File: src/lcsp_pkg.sv
package lcsp_pkg;

    // character codes
    localparam logic [7:0] CH_SPACE = 8'h20;
    localparam logic [7:0] CH_TAB   = 8'h09;
    localparam logic [7:0] CH_NL    = 8'h0A;
    localparam logic [7:0] CH_QUOTE = 8'h22;
    localparam logic [7:0] CH_DOT   = 8'h2E;
    localparam logic [7:0] CH_COMMA = 8'h2C;
    localparam logic [7:0] CH_HASH  = 8'h23;
    localparam logic [7:0] CH_PCT   = 8'h25;
    localparam logic [7:0] CH_ZERO  = 8'h30;
    localparam logic [7:0] CH_NINE  = 8'h39;
    localparam logic [7:0] CH_UC_T  = 8'h54;
    localparam logic [7:0] CH_UC_L  = 8'h4C;
    localparam logic [7:0] CH_UC_S  = 8'h53;

    // record kinds
    localparam logic [1:0] REC_NUMBER = 2'd0;
    localparam logic [1:0] REC_OK     = 2'd1;
    localparam logic [1:0] REC_BAD    = 2'd2;

    // level kinds
    localparam logic [1:0] LVL_TASK = 2'd0;
    localparam logic [1:0] LVL_LOOP = 2'd1;
    localparam logic [1:0] LVL_ITER = 2'd2;

    // template lengths
    localparam logic [4:0] TR_LEN  = 5'd25;
    localparam logic [4:0] LP_LEN  = 5'd19;
    localparam logic [4:0] SEQ_LEN = 5'd17;

    // queue entry between front and back
    typedef struct packed {
        logic [7:0] char_code;
        logic       end_of_text;
        logic       is_digit;
        logic [3:0] digit;
    } q_entry_t;

    // TaskRegion(No(#),Task(%))
    function automatic logic [7:0] tr_char(input logic [4:0] idx);
        logic [7:0] c;
        case (idx)
            5'd0:    c = "T";
            5'd1:    c = "a";
            5'd2:    c = "s";
            5'd3:    c = "k";
            5'd4:    c = "R";
            5'd5:    c = "e";
            5'd6:    c = "g";
            5'd7:    c = "i";
            5'd8:    c = "o";
            5'd9:    c = "n";
            5'd10:   c = "(";
            5'd11:   c = "N";
            5'd12:   c = "o";
            5'd13:   c = "(";
            5'd14:   c = "#";
            5'd15:   c = ")";
            5'd16:   c = ",";
            5'd17:   c = "T";
            5'd18:   c = "a";
            5'd19:   c = "s";
            5'd20:   c = "k";
            5'd21:   c = "(";
            5'd22:   c = "%";
            5'd23:   c = ")";
            5'd24:   c = ")";
            default: c = 8'h00;
        endcase
        return c;
    endfunction

    // Loop(No(#),Iter(%))
    function automatic logic [7:0] lp_char(input logic [4:0] idx);
        logic [7:0] c;
        case (idx)
            5'd0:    c = "L";
            5'd1:    c = "o";
            5'd2:    c = "o";
            5'd3:    c = "p";
            5'd4:    c = "(";
            5'd5:    c = "N";
            5'd6:    c = "o";
            5'd7:    c = "(";
            5'd8:    c = "#";
            5'd9:    c = ")";
            5'd10:   c = ",";
            5'd11:   c = "I";
            5'd12:   c = "t";
            5'd13:   c = "e";
            5'd14:   c = "r";
            5'd15:   c = "(";
            5'd16:   c = "%";
            5'd17:   c = ")";
            5'd18:   c = ")";
            default: c = 8'h00;
        endcase
        return c;
    endfunction

    // sequential-branch marker with its space removed
    function automatic logic [7:0] seq_char(input logic [4:0] idx);
        logic [7:0] c;
        case (idx)
            5'd0:    c = "S";
            5'd1:    c = "e";
            5'd2:    c = "q";
            5'd3:    c = "u";
            5'd4:    c = "e";
            5'd5:    c = "n";
            5'd6:    c = "t";
            5'd7:    c = "i";
            5'd8:    c = "a";
            5'd9:    c = "l";
            5'd10:   c = "b";
            5'd11:   c = "r";
            5'd12:   c = "a";
            5'd13:   c = "n";
            5'd14:   c = "c";
            5'd15:   c = "h";
            5'd16:   c = ".";
            default: c = 8'h00;
        endcase
        return c;
    endfunction

    function automatic logic [7:0] tmpl_char(input logic level, input logic [4:0] idx);
        return level ? lp_char(idx) : tr_char(idx);
    endfunction

endpackage

File: src/lcsp_char_if.sv
interface lcsp_char_if;
    logic       valid;
    logic       ready;
    logic [7:0] char_code;
    logic       end_of_text;

    modport source (output valid, output char_code, output end_of_text, input ready);
    modport sink (input valid, input char_code, input end_of_text, output ready);
endinterface

File: src/lcsp_rec_if.sv
interface lcsp_rec_if #(
    parameter int NUMBER_BITS = 31
);
    logic                   valid;
    logic                   ready;
    logic [1:0]             record_kind;
    logic [1:0]             level_kind;
    logic [NUMBER_BITS-1:0] number_value;
    logic                   last_of_level;

    modport source (output valid, output record_kind, output level_kind,
                    output number_value, output last_of_level, input ready);
    modport sink (input valid, input record_kind, input level_kind,
                  input number_value, input last_of_level, output ready);
endinterface

File: src/lcsp_front.sv
module lcsp_front (
    lcsp_char_if.sink         chars,
    input  logic              q_ready,
    output logic              push,
    output lcsp_pkg::q_entry_t push_entry
);
    logic is_ws;
    logic keep;

    assign is_ws = (chars.char_code == lcsp_pkg::CH_SPACE) ||
                   (chars.char_code == lcsp_pkg::CH_TAB)   ||
                   (chars.char_code == lcsp_pkg::CH_NL)    ||
                   (chars.char_code == lcsp_pkg::CH_QUOTE);

    // end of text always goes through; blanks are dropped here
    assign keep = chars.end_of_text || !is_ws;

    assign chars.ready = q_ready;
    assign push        = chars.valid && q_ready && keep;

    always_comb
    begin
        push_entry.char_code   = chars.char_code;
        push_entry.end_of_text = chars.end_of_text;
        push_entry.is_digit    = (chars.char_code >= lcsp_pkg::CH_ZERO) &&
                                 (chars.char_code <= lcsp_pkg::CH_NINE);
        push_entry.digit       = 4'(chars.char_code - lcsp_pkg::CH_ZERO);
    end
endmodule

File: src/lcsp_queue.sv
module lcsp_queue (
    input  logic               clk,
    input  logic               rst_n,
    input  logic               push,
    input  lcsp_pkg::q_entry_t push_entry,
    output logic               q_ready,
    input  logic               pop,
    output logic               q_valid,
    output lcsp_pkg::q_entry_t q_entry
);
    lcsp_pkg::q_entry_t mem [2];
    logic       wr_ptr_reg;
    logic       rd_ptr_reg;
    logic [1:0] count_reg;
    logic       do_pop;

    assign q_ready = (count_reg != 2'd2);
    assign q_valid = (count_reg != 2'd0);
    assign q_entry = mem[rd_ptr_reg];
    assign do_pop  = pop && q_valid;

    always_ff @(posedge clk)
    begin
        if (push)
        begin
            mem[wr_ptr_reg] <= push_entry;
        end
    end

    always_ff @(posedge clk or negedge rst_n)
    begin
        if (!rst_n)
        begin
            wr_ptr_reg <= 1'b0;
            rd_ptr_reg <= 1'b0;
            count_reg  <= 2'd0;
        end
        else
        begin
            if (push)
            begin
                wr_ptr_reg <= !wr_ptr_reg;
            end
            if (do_pop)
            begin
                rd_ptr_reg <= !rd_ptr_reg;
            end
            count_reg <= count_reg + 2'(push) - 2'(do_pop);
        end
    end
endmodule

File: src/lcsp_back.sv
module lcsp_back #(
    parameter int NUMBER_BITS = 31
) (
    input  logic               clk,
    input  logic               rst_n,
    input  logic               q_valid,
    input  lcsp_pkg::q_entry_t q_entry,
    output logic               pop,
    lcsp_rec_if.source         records
);
    typedef enum logic [1:0] {
        PH_START,
        PH_AFTER_LEVEL,
        PH_AFTER_COMMA,
        PH_IN_LEVEL
    } phase_t;

    phase_t                 phase_reg, phase_next;
    logic [4:0]             kidx_reg, kidx_next;
    logic                   level_reg, level_next;
    logic [NUMBER_BITS-1:0] acc_reg, acc_next;
    logic                   digits_reg, digits_next;
    logic                   err_reg, err_next;
    logic                   term_reg, term_next;
    logic                   seq_reg, seq_next;

    logic                   out_valid_reg, out_valid_next;
    logic [1:0]             kind_reg, kind_next;
    logic [1:0]             lvl_reg, lvl_next;
    logic [NUMBER_BITS-1:0] num_reg, num_next;
    logic                   last_reg, last_next;

    logic                   emit;
    logic                   eot_ok;
    logic [4:0]             tmpl_len;
    logic [4:0]             kidx_inc;
    logic [7:0]             tc;
    logic [7:0]             tc_inc;
    logic                   is_slot;
    logic                   is_list;
    logic                   comma_ok;
    logic [7:0]             c;
    logic [NUMBER_BITS+3:0] acc_ext;
    logic [NUMBER_BITS+3:0] acc_wide;
    logic [NUMBER_BITS-1:0] acc_sat;

    assign pop = q_valid && (!out_valid_reg || records.ready);
    assign c   = q_entry.char_code;

    assign tmpl_len = level_reg ? lcsp_pkg::LP_LEN : lcsp_pkg::TR_LEN;
    assign kidx_inc = kidx_reg + 5'd1;
    assign tc       = lcsp_pkg::tmpl_char(level_reg, kidx_reg);
    assign tc_inc   = lcsp_pkg::tmpl_char(level_reg, kidx_inc);
    assign is_slot  = (tc == lcsp_pkg::CH_HASH) || (tc == lcsp_pkg::CH_PCT);
    assign is_list  = (tc == lcsp_pkg::CH_PCT);
    assign comma_ok = (phase_reg != PH_AFTER_COMMA);

    // acc*10 + d by shift-add; overflow past the field width saturates
    assign acc_ext  = {4'b0000, acc_reg};
    assign acc_wide = (acc_ext << 3) + (acc_ext << 1) +
                      {{NUMBER_BITS{1'b0}}, q_entry.digit};
    assign acc_sat  = (|acc_wide[NUMBER_BITS+3:NUMBER_BITS]) ? {NUMBER_BITS{1'b1}}
                                                             : acc_wide[NUMBER_BITS-1:0];

    always_comb
    begin
        if (err_reg)
        begin
            eot_ok = 1'b0;
        end
        else if (term_reg)
        begin
            eot_ok = 1'b1;
        end
        else if (seq_reg)
        begin
            eot_ok = (kidx_reg == lcsp_pkg::SEQ_LEN);
        end
        else
        begin
            eot_ok = (phase_reg == PH_START) || (phase_reg == PH_AFTER_LEVEL);
        end
    end

    always_comb
    begin
        phase_next  = phase_reg;
        kidx_next   = kidx_reg;
        level_next  = level_reg;
        acc_next    = acc_reg;
        digits_next = digits_reg;
        err_next    = err_reg;
        term_next   = term_reg;
        seq_next    = seq_reg;
        emit        = 1'b0;
        kind_next   = kind_reg;
        lvl_next    = lvl_reg;
        num_next    = num_reg;
        last_next   = last_reg;

        if (pop)
        begin
            if (q_entry.end_of_text)
            begin
                emit        = 1'b1;
                kind_next   = eot_ok ? lcsp_pkg::REC_OK : lcsp_pkg::REC_BAD;
                lvl_next    = lcsp_pkg::LVL_TASK;
                num_next    = '0;
                last_next   = 1'b0;
                phase_next  = PH_START;
                kidx_next   = 5'd0;
                level_next  = 1'b0;
                acc_next    = '0;
                digits_next = 1'b0;
                err_next    = 1'b0;
                term_next   = 1'b0;
                seq_next    = 1'b0;
            end
            else if (err_reg || term_reg)
            begin
                // ignored until end of text
            end
            else if (seq_reg)
            begin
                if (kidx_reg < lcsp_pkg::SEQ_LEN && c == lcsp_pkg::seq_char(kidx_reg))
                begin
                    kidx_next = kidx_inc;
                end
                else
                begin
                    err_next = 1'b1;
                end
            end
            else if (phase_reg != PH_IN_LEVEL)
            begin
                if (c == lcsp_pkg::CH_DOT && comma_ok)
                begin
                    term_next = 1'b1;
                end
                else if (c == lcsp_pkg::CH_COMMA && comma_ok)
                begin
                    phase_next = PH_AFTER_COMMA;
                end
                else if (c == lcsp_pkg::CH_UC_T || c == lcsp_pkg::CH_UC_L)
                begin
                    level_next = (c == lcsp_pkg::CH_UC_L);
                    kidx_next  = 5'd1;
                    phase_next = PH_IN_LEVEL;
                end
                else if (c == lcsp_pkg::CH_UC_S && phase_reg == PH_START)
                begin
                    seq_next  = 1'b1;
                    kidx_next = 5'd1;
                end
                else
                begin
                    err_next = 1'b1;
                end
            end
            else if (kidx_reg >= tmpl_len)
            begin
                err_next = 1'b1;
            end
            else if (!is_slot)
            begin
                if (c == tc)
                begin
                    kidx_next = kidx_inc;
                    if (kidx_inc == tmpl_len)
                    begin
                        phase_next = PH_AFTER_LEVEL;
                    end
                end
                else
                begin
                    err_next = 1'b1;
                end
            end
            else if (q_entry.is_digit)
            begin
                acc_next    = acc_sat;
                digits_next = 1'b1;
            end
            else if (!digits_reg)
            begin
                err_next = 1'b1;
            end
            else
            begin
                // number ends on this character
                emit        = 1'b1;
                kind_next   = lcsp_pkg::REC_NUMBER;
                lvl_next    = is_list ? lcsp_pkg::LVL_ITER : {1'b0, level_reg};
                num_next    = acc_reg;
                last_next   = !(is_list && c == lcsp_pkg::CH_COMMA);
                acc_next    = '0;
                digits_next = 1'b0;
                if (!(is_list && c == lcsp_pkg::CH_COMMA))
                begin
                    kidx_next = kidx_inc;
                    if (kidx_inc < tmpl_len && c == tc_inc)
                    begin
                        kidx_next = kidx_inc + 5'd1;
                        if (kidx_inc + 5'd1 == tmpl_len)
                        begin
                            phase_next = PH_AFTER_LEVEL;
                        end
                    end
                    else
                    begin
                        err_next = 1'b1;
                    end
                end
            end
        end

        if (pop && emit)
        begin
            out_valid_next = 1'b1;
        end
        else if (records.ready)
        begin
            out_valid_next = 1'b0;
        end
        else
        begin
            out_valid_next = out_valid_reg;
        end
    end

    always_ff @(posedge clk or negedge rst_n)
    begin
        if (!rst_n)
        begin
            phase_reg     <= PH_START;
            kidx_reg      <= 5'd0;
            level_reg     <= 1'b0;
            acc_reg       <= '0;
            digits_reg    <= 1'b0;
            err_reg       <= 1'b0;
            term_reg      <= 1'b0;
            seq_reg       <= 1'b0;
            out_valid_reg <= 1'b0;
            kind_reg      <= lcsp_pkg::REC_NUMBER;
            lvl_reg       <= lcsp_pkg::LVL_TASK;
            num_reg       <= '0;
            last_reg      <= 1'b0;
        end
        else
        begin
            phase_reg     <= phase_next;
            kidx_reg      <= kidx_next;
            level_reg     <= level_next;
            acc_reg       <= acc_next;
            digits_reg    <= digits_next;
            err_reg       <= err_next;
            term_reg      <= term_next;
            seq_reg       <= seq_next;
            out_valid_reg <= out_valid_next;
            kind_reg      <= kind_next;
            lvl_reg       <= lvl_next;
            num_reg       <= num_next;
            last_reg      <= last_next;
        end
    end

    assign records.valid         = out_valid_reg;
    assign records.record_kind   = kind_reg;
    assign records.level_kind    = lvl_reg;
    assign records.number_value  = num_reg;
    assign records.last_of_level = last_reg;
endmodule

File: src/loop_context_string_parser.sv
// Output path: a status request passes the queue and then the output register after
//   end_of_text is taken; a number does so after the character that ends it.
// Throughput: 1 character per cycle while the back-end output register is not stalled.
// Reset (rst_n low, async): queue empty, parser at start of text, no result pending.
module loop_context_string_parser #(
    parameter int NUMBER_BITS = 31
) (
    input  logic         clk,
    input  logic         rst_n,
    lcsp_char_if.sink    chars,
    lcsp_rec_if.source   records
);
    // Front end: drops space, tab, newline and double quote, pre-decodes digits.
    // Characters dropped here change no parser state in any phase, so they never
    // reach the queue.
    logic               push;
    lcsp_pkg::q_entry_t push_entry;
    logic               q_ready;

    // Queue: two entries, lets the front keep taking characters while the
    // back end waits on a stalled output.
    logic               pop;
    logic               q_valid;
    lcsp_pkg::q_entry_t q_entry;

    lcsp_front u_front (
        .chars      (chars),
        .q_ready    (q_ready),
        .push       (push),
        .push_entry (push_entry)
    );

    lcsp_queue u_queue (
        .clk        (clk),
        .rst_n      (rst_n),
        .push       (push),
        .push_entry (push_entry),
        .q_ready    (q_ready),
        .pop        (pop),
        .q_valid    (q_valid),
        .q_entry    (q_entry)
    );

    // Back end: template matcher, decimal accumulator (shift-add times ten with
    // saturation), and the output register. Pops one entry per cycle whenever the
    // output register is empty or being drained.
    lcsp_back #(
        .NUMBER_BITS (NUMBER_BITS)
    ) u_back (
        .clk     (clk),
        .rst_n   (rst_n),
        .q_valid (q_valid),
        .q_entry (q_entry),
        .pop     (pop),
        .records (records)
    );

`ifndef SYNTHESIS
    // status requests carry an all-zero payload
    a_status_payload: assert property (@(posedge clk) disable iff (!rst_n)
        (records.valid && records.record_kind != lcsp_pkg::REC_NUMBER) |->
        (records.number_value == '0 && records.level_kind == lcsp_pkg::LVL_TASK &&
         !records.last_of_level))
        else $error("status request with nonzero payload");

    // record and level kinds stay within their codes
    a_kind_codes: assert property (@(posedge clk) disable iff (!rst_n)
        records.valid |->
        ((records.record_kind == lcsp_pkg::REC_NUMBER || records.record_kind == lcsp_pkg::REC_OK ||
          records.record_kind == lcsp_pkg::REC_BAD) &&
         (records.level_kind == lcsp_pkg::LVL_TASK || records.level_kind == lcsp_pkg::LVL_LOOP ||
          records.level_kind == lcsp_pkg::LVL_ITER)))
        else $error("undefined record or level kind");

    // blanks never enter the queue; end of text always does
    a_front_filter: assert property (@(posedge clk) disable iff (!rst_n)
        (chars.valid && chars.ready) |->
        (push == (chars.end_of_text ||
                  !(chars.char_code == lcsp_pkg::CH_SPACE || chars.char_code == lcsp_pkg::CH_TAB ||
                    chars.char_code == lcsp_pkg::CH_NL || chars.char_code == lcsp_pkg::CH_QUOTE))))
        else $error("front filter mismatch");

    // the back end never pops an empty queue
    a_pop_valid: assert property (@(posedge clk) disable iff (!rst_n)
        pop |-> q_valid)
        else $error("pop from empty queue");
`endif
endmodule
File: src/flat_wrapper.sv
// flat-port wrapper written by rule: the top's interface ports become plain ports
module loop_context_string_parser_flat 
#(
    parameter int NUMBER_BITS = 31
)
  (clk, rst_n, chars_valid, chars_char_code, chars_end_of_text, chars_ready, records_valid, records_record_kind, records_level_kind, records_number_value, records_last_of_level, records_ready);
  lcsp_char_if chars_i ();
  lcsp_rec_if #(.NUMBER_BITS(NUMBER_BITS)) records_i ();
  input  logic clk;
  input  logic rst_n;
  input wire logic [$bits(chars_i.valid)-1:0] chars_valid;
  input wire logic [$bits(chars_i.char_code)-1:0] chars_char_code;
  input wire logic [$bits(chars_i.end_of_text)-1:0] chars_end_of_text;
  output wire logic [$bits(chars_i.ready)-1:0] chars_ready;
  output wire logic [$bits(records_i.valid)-1:0] records_valid;
  output wire logic [$bits(records_i.record_kind)-1:0] records_record_kind;
  output wire logic [$bits(records_i.level_kind)-1:0] records_level_kind;
  output wire logic [$bits(records_i.number_value)-1:0] records_number_value;
  output wire logic [$bits(records_i.last_of_level)-1:0] records_last_of_level;
  input wire logic [$bits(records_i.ready)-1:0] records_ready;
  assign chars_i.valid = chars_valid;
  assign chars_i.char_code = chars_char_code;
  assign chars_i.end_of_text = chars_end_of_text;
  assign chars_ready = chars_i.ready;
  assign records_valid = records_i.valid;
  assign records_record_kind = records_i.record_kind;
  assign records_level_kind = records_i.level_kind;
  assign records_number_value = records_i.number_value;
  assign records_last_of_level = records_i.last_of_level;
  assign records_i.ready = records_ready;
  loop_context_string_parser #(.NUMBER_BITS(NUMBER_BITS)) u_core (.clk(clk), .rst_n(rst_n), .chars(chars_i), .records(records_i));
endmodule
File: config.mk
export PLATFORM = sky130hd
export DESIGN_NAME = loop_context_string_parser_flat
export DESIGN_NICKNAME = d
export VERILOG_FILES = /design/src/lcsp_pkg.sv /design/src/lcsp_char_if.sv /design/src/lcsp_rec_if.sv /design/src/lcsp_front.sv /design/src/lcsp_queue.sv /design/src/lcsp_back.sv /design/src/loop_context_string_parser.sv /design/src/flat_wrapper.sv
export SDC_FILE = /design/constraint.sdc
export NUM_CORES = 1
export LEC_CHECK = 0
export ABC_AREA = 1
export BUFFER_PORTS_ARGS = -buffer_cell sky130_fd_sc_hd__buf_2
export CORE_MARGIN = 3
export CORE_UTILIZATION = 30
export CTS_CLUSTER_SIZE = 10
export DETAILED_ROUTE_END_ITERATION = 10
export HOLD_SLACK_MARGIN = 0.06
export PLACE_DENSITY = 0.5
export SYNTH_ARGS = -nofsm -noshare
export SYNTH_HDL_FRONTEND = slang
export SYNTH_SLANG_ARGS = --single-unit
File: constraint.sdc
create_clock -name clk -period 4.4 [get_ports clk]
set_input_delay 0.44 -clock clk [delete_from_list [all_inputs] [get_ports clk]]
set_output_delay 0.44 -clock clk [all_outputs]
set_load 0.01 [all_outputs]
# --- Yosys cells after proc, flatten, opt, wreduce, memory -nomap -nowiden ---
# Memory sizes are Yosys's and may differ from the RTL's.
# Cells that the tools add are included.
totals:
  inputBits: 13
  regBits: 84
  wordCells: 274
  n_memories: 6
  mem_bits_ro: 1120
  out_inout_bits: 38
  mem_bits_rw: 28
mem_list:
  columns: ["name", "words", "word_bits", "rd", "rd_clocked_by_memory_dff", "write_ports", "line_no", "source"]
  rows:
  - ["(name not given)", 32, 7, 1, 0, 0, "lcsp_pkg.sv:106", "case (idx)"]
  - ["(name not given)", 32, 7, 1, 0, 0, "lcsp_pkg.sv:78", "case (idx)"]
  - ["(name not given)", 32, 7, 1, 0, 0, "lcsp_pkg.sv:44", "case (idx)"]
  - ["(name not given)", 32, 7, 1, 0, 0, "lcsp_pkg.sv:78", null]
  - ["(name not given)", 32, 7, 1, 0, 0, "lcsp_pkg.sv:44", null]
  - ["u_core.u_queue.mem", 2, 14, 1, 0, 1, "lcsp_queue.sv:11", "lcsp_pkg::q_entry_t mem [2];"]
classes:
  reduce_logical: 48
  n_lt_le_gt_ge: 5
  n_mux: 141
  n_addsub: 7
  eq_ne: 51
op_table:
  columns: ["cell", "n"]
  rows:
  - ["2-to-1 mux 31 bit", 17]
  - ["2-to-1 mux 5 bit", 16]
  - ["2-to-1 mux 2 bit", 34]
  - ["2-to-1 mux 1 bit", 67]
  - ["== test 8 x 6 -> 1 bit, second input constant", 6]
  - ["2-to-1 mux 8 bit", 6]
  - ["adder 34 x 32 -> 35 bit", 1]
  - ["adder 35 x 4 -> 35 bit", 1]
  - ["!= test 4 x 3 -> 1 bit, second input constant", 7]
  - ["== test 8 x 7 -> 1 bit, second input constant", 3]
  - ["== test 8 bit", 3]
  - ["AND reduction 11 bit", 2]
  - ["== test 8 x 4 -> 1 bit, second input constant", 2]
  - ["!= test 2 x 1 -> 1 bit, second input constant", 7]
  - ["!= test 7 x 6 -> 1 bit, second input constant", 2]
  - ["AND reduction 7 bit", 2]
  - ["nonzero test 2 bit", 7]
  - ["AND reduction 13 bit", 1]
  - ["logical AND 1 bit", 12]
  - ["!= test 4 x 1 -> 1 bit, second input constant", 3]
  - ["!= test 6 x 5 -> 1 bit, second input constant", 2]
  - ["adder 5 x 1 -> 5 bit, second input constant", 2]
  - ["== test 5 bit", 2]
  - ["!= test 5 x 4 -> 1 bit, second input constant", 2]
  - ["28 further kinds", 45]

# --- Depth between registers and ports, before layout ---
# An unclocked memory read counts as a cell.
depth:
  depth_word: 15
  depth_mapped: 22
  ltp_nobuf: 21

# --- Hierarchy ---
# Synthesis repeated with hierarchy kept, for this count alone.
unflattened:
  hier_cells: 1373
  hier_area_um2: 9444.1
modules_own_cells:
  columns: ["module", "cells_per_inst", "seq_area_each_um2", "n_inst", "area_each_um2"]
  rows:
  - ["lcsp_back", 1235, 2001.9, 1, 7971.4]
  - ["lcsp_queue", 103, 940.9, 1, 1281.2]
  - ["lcsp_front", 35, 0.0, 1, 191.4]

# --- Worst setup path before layout ---
# OpenSTA, ideal clock, no wires.
synth_timing:
  path_kind: "reg2reg"
  start: "register u_core.u_queue.rd_ptr_reg"
  end: "register u_core.u_back.acc_reg[0]"
  setup_time_ps: 116
  path_stages_with_launch: 19
  t_arrival_ps: 3373
  path_buffers: 2
  period_less_slack_ps: 3490
  slack_ps: 910
  required_ps: 4284
  path_cell_list: "dfrtp_1 -> buf_4 -> nand2_1 -> nand2_1 -> fa_1 -> fa_1 -> nand3_1 -> nand3_1 -> a21boi_0 -> o21ai_0 -> nand2_1 -> nand2_1 -> a21oi_1 -> nand2_1 -> nor2_2 -> buf_2 -> nand3_1 -> nand2_1 -> nand2_1"
synth_between:
  elab_chain_len: 11
  elab_cells_between_ends: 18
  classes_between: "add/sub (1); eq/ne (4); mux (8); reduce/logical (4); memory (1)"
synth_lines:
  columns: ["item", "line_no", "source"]
  rows:
  - ["start: declaration", "lcsp_queue.sv:13", "logic rd_ptr_reg;"]
  - ["start signal: assignment", "lcsp_queue.sv:46", "rd_ptr_reg <= !rd_ptr_reg;"]
  - ["memory read (2 x 14 bit) *", null, null]
  - ["adder 35 x 4 -> 35 bit", "lcsp_back.sv:60", "assign acc_wide = (acc_ext << 3) + (acc_ext << 1) +"]
  - ["OR reduction 4 bit", "lcsp_back.sv:62", "assign acc_sat = (|acc_wide[NUMBER_BITS+3:NUMBER_BITS]) ? {NUMBER_BITS{1'b1}}"]
  - ["2-to-1 mux 31 bit", "lcsp_back.sv:62", null]
  - ["2-to-1 mux 31 bit", "lcsp_back.sv:179", "else if (q_entry.is_digit)"]
  - ["2-to-1 mux 31 bit", "lcsp_back.sv:164", "else if (!is_slot)"]
  - ["2-to-1 mux 31 bit", "lcsp_back.sv:160", "else if (kidx_reg >= tmpl_len)"]
  - ["2-to-1 mux 31 bit", "lcsp_back.sv:134", "else if (phase_reg != PH_IN_LEVEL)"]
  - ["2-to-1 mux 31 bit", "lcsp_back.sv:123", "else if (seq_reg)"]
  - ["2-to-1 mux 31 bit", "lcsp_back.sv:119", "else if (err_reg || term_reg)"]
  - ["2-to-1 mux 31 bit", "lcsp_back.sv:103", "if (q_entry.end_of_text)"]
  - ["end signal: assignment", "lcsp_back.sv:254", "acc_reg <= acc_next;"]
  - ["end: declaration", "lcsp_back.sv:21", "logic [NUMBER_BITS-1:0] acc_reg, acc_next;"]
# Mark *: on every way between the ends. The rest lies on a longest branch, timed or not. The select of a mux whose other input is x is not followed.
# A chain may end at the register's enable or synchronous reset.

# --- Worst setup path in the final report ---
layout_timing:
  start: "register u_core.u_queue.rd_ptr_reg"
  end: "register u_core.u_back.acc_reg[7]"
# Same word-level chain as after synthesis.

==> out/results.ini <==
[logic_synthesis]
synthFlopType = dfrtp_1
synth.net_count = 1449
synth_fa_ha_area_share_pct = 11.36
synth-simple-area-share_pct = 37.08
syn_area_mm2 = 0.009270
ys_ff_latch = 104
synth_top_area_share_pct = 22.68
syn_inst = 1353
synthMuxAreaShare_pct = 0
synth.distinct_cells = 53
synth_edf_count = 20
ys_seq_area_share_pct = 29.15
synth_area_per_cell_um2 = 6.852
synth-async-reset-ratio_pct = 80.77
synthTopCellsByArea = dfrtp_1 23%, nand2_1 19%, ha_1 11%
yosys.area.top_type = dfrtp_1
synth-warning-count = 0
synth-compound-area-share_pct = 11.45
synth_top_family_by_area = simple AND/OR/NAND/NOR gates
synthXorXnorAreaFrac_pct = 3.401

[worst_setup_path]
rr_worst_depth = 19
timing.rr.end = u_core.u_back.acc_reg[7]
endpoint_kind = register
path_class = register to register
r2r_setup_slack_ps = 560
crit_start = u_core.u_queue.rd_ptr_reg
worstPathRequired_ps = 4650
crit_path_start_kind = register
reg2reg_from = u_core.u_queue.rd_ptr_reg
cp.arrival_ps = 4100
crit_fanout = 31
endpoint = u_core.u_back.acc_reg[7]

[timing]
fin_crit_ps = 3844
setup_viol = 0
finalClockSkew_ps = 13.89
fmax_ghz = 0.2601
timing.final.crit_share_pct = 87.37
final-hold-violation-count = 0
worst_pin_slew_ps = 853.5
rsz0062_at_grt = false
max_slew_margin_pct = 42.89
final.setup.tns_ps = 0
drv_slew = 0

[die]
io_pins = 51
die_h_um = 181.8
core_mm2 = 0.03003
initial_core_util_pct = 30.87
die_x_um = 181.8
num_rows = 63
die_area_mm2 = 0.03305

[clock_tree]
ctsResizeCount = 0
cts_setup_buffers = 0
cts_tree = yes
clkSinkCount = 104
cts_buffer_depth = 2
postCtsHoldBufs = 0
ctsRootBufferMaster = clkbuf_16
clock_latency_ps = 370
clk_pin_slew_ps = 80
cts_htree_levels = 3
cts_buffers = 9

[detailed_routing]
wl_per_cell_um = 16.04
ant_nets = 0
num_vias = 9054
dr.pass1.iters = 6
routed_wirelength_um = 28620
viasPerCell = 5.075
drc = 0
first_iter_violations = 694

[power_and_ir_drop]
p_total_mw = 5.456
p_switching_mw = 2.889
clkPwrFrac_pct = 15.9
total_leakage_power_nw = 5.344
power_frac_comb_pct = 61.4
internal_power_mw = 2.567
ir_drop_mv = 0.2194
power_density_mw_per_mm2 = 535.2
switching_share_pct = 52.96
pwr-share-seq_pct = 22.7

[cells_and_area]
nNetsFinal = 1485
postLayoutCellArea_mm2 = 0.01019
fillers = 3308
seq_area_mm2 = 0.002703
area_growth_pct = 9.961
drive_gt1_share_pct = 10.47
antenna-diode-count = 0
multi_input_area_mm2 = 0.005873

[min_path]
holdCritPathClass = input pin to async pin

[grt]
grt_first_pass_wirelength_um = 47460
first_global_vias = 8711
grt_max_degree = 50
antenna_found_initial = 0
grt-ovfl-total = 0
grtUsageTotal_pct = 17.55

[placed_design]
place_hpwl_um = 21850
place.gp.congestion = 0.9457
dpl_cell_area_mm2 = 0.009884
numPortBuffers = 50

[run_status]
outcome = complete, no violations

[job]
cap_violations = 0

-- power groups by stage --
stage | Sequential, mW | Clock (mW) | Combinational (mW)
global route | 1.25 | 0.930 | 3.78
global placement | 1.26 | 0 | 3.31
floorplan | 1.22 | 0 | 2.48
CTS | 1.24 | 0.895 | 3.32
finish | 1.24 | 0.866 | 3.35
detailed placement | 1.26 | 0 | 3.30
-- layout make-up --
class                           instances  share of cell area, %
Sequential cell                       104                  26.51
Clock buffer                            9                  2.209
Clock inverter                          7                 0.8224
Multi-Input combinational cell       1095                  57.62
Timing Repair Buffer                   71                  4.026
Tap cell                              390                  4.787
Inverter                              108                  4.026
-- worst max-delay path, stage by stage, from the launching register on --
cell      delay, ps
dfrtp_1         410
inv_2           160
nand2_1          70
nand2_1         260
fa_1            500
ha_1            310
nand3_1          80
nand3_1         140
a21oi_1         240
o21ai_1         160
a21oi_1         360
nand2b_1        190
nand2_1          50
nand2_1          50
nand2_1          60
nor2_2           70
buf_4           330
nand3_1         120
nand2_1          90
nand2_1          50
-- stage by stage --
| step | instances | utilization, % | setup slack [ps] | hold WS, ps |
|---|---|---|---|---|
| after CTS | 1784 | 33.94 | 509.1 | 116.0 |
| final | 1784 | 33.94 | 555.9 | 98.37 |
| after detailed placement | 1768 | 32.91 | 541.9 | 476.2 |
| after floorplan | 1353 | - | 910.2 | 144.4 |
| after global placement | 1768 | 32.91 | 670.7 | 468.9 |
| after global routing | 1784 | 33.94 | 138.2 | 148.6 |
-- synth_stat cells (all sizes together) (20+ instances only) --
master,n
nand2,491
nand3,141
nor2,114
inv,108
dfrtp,84
ha,81
o21ai,79
a21oi,52
buf,30
nand4,24
edfxtp,20
-- cells by family after synthesis --
kind of cell    Yosys count
compound gates          177
xor+xnor                 36
flops                   104
simple gates            799
fa+ha+maj                83
buf+inv                 154
-- how the worst min path moves through the flow --
stage / from / to
after detailed placement: u_core.u_back.records.number_value[24] / u_core.u_back.records.number_value[24]
final: rst_n / u_core.u_back.acc_reg[20]
after CTS: rst_n / u_core.u_back.acc_reg[20]
after floorplan: rst_n / u_core.u_back.acc_reg[0]
after global routing: rst_n / u_core.u_back.acc_reg[20]
after global placement: u_core.u_back.records.number_value[28] / u_core.u_back.records.number_value[28]
-- placed cells by master, fill, tap and decap left out, types with 5 or more instances in the layout --
cell       instances
nand2_1          478
nand3_1          135
nor2_1           104
inv_1             93
dfrtp_1           84
ha_1              81
a21oi_1           52
buf_2             49
o21ai_1           39
o21ai_0           32
nand4_1           23
buf_4             22
edfxtp_1          20
xnor2_1           18
xor2_1            18
nor3_1            16
inv_2             13
nand2_2           11
clkbuf_16          9
o21ai_2            8
a21o_1             8
o21bai_1           7
nor2_2             6
nand3_2            6
o211ai_1           5
nand3b_1           5
-- layer usage --
metal / vias up / share of wire, % / GRT usage, %
met1: 4214 / 51 / 26.32
met5: - / 0 / 0
met4: 0 / 1.9 / 4.966
li1: 4549 / - / -
met3: 35 / 4.7 / 2.063
met2: 256 / 43 / 26.48
Note: power is estimated with default switching activity, not from simulation.
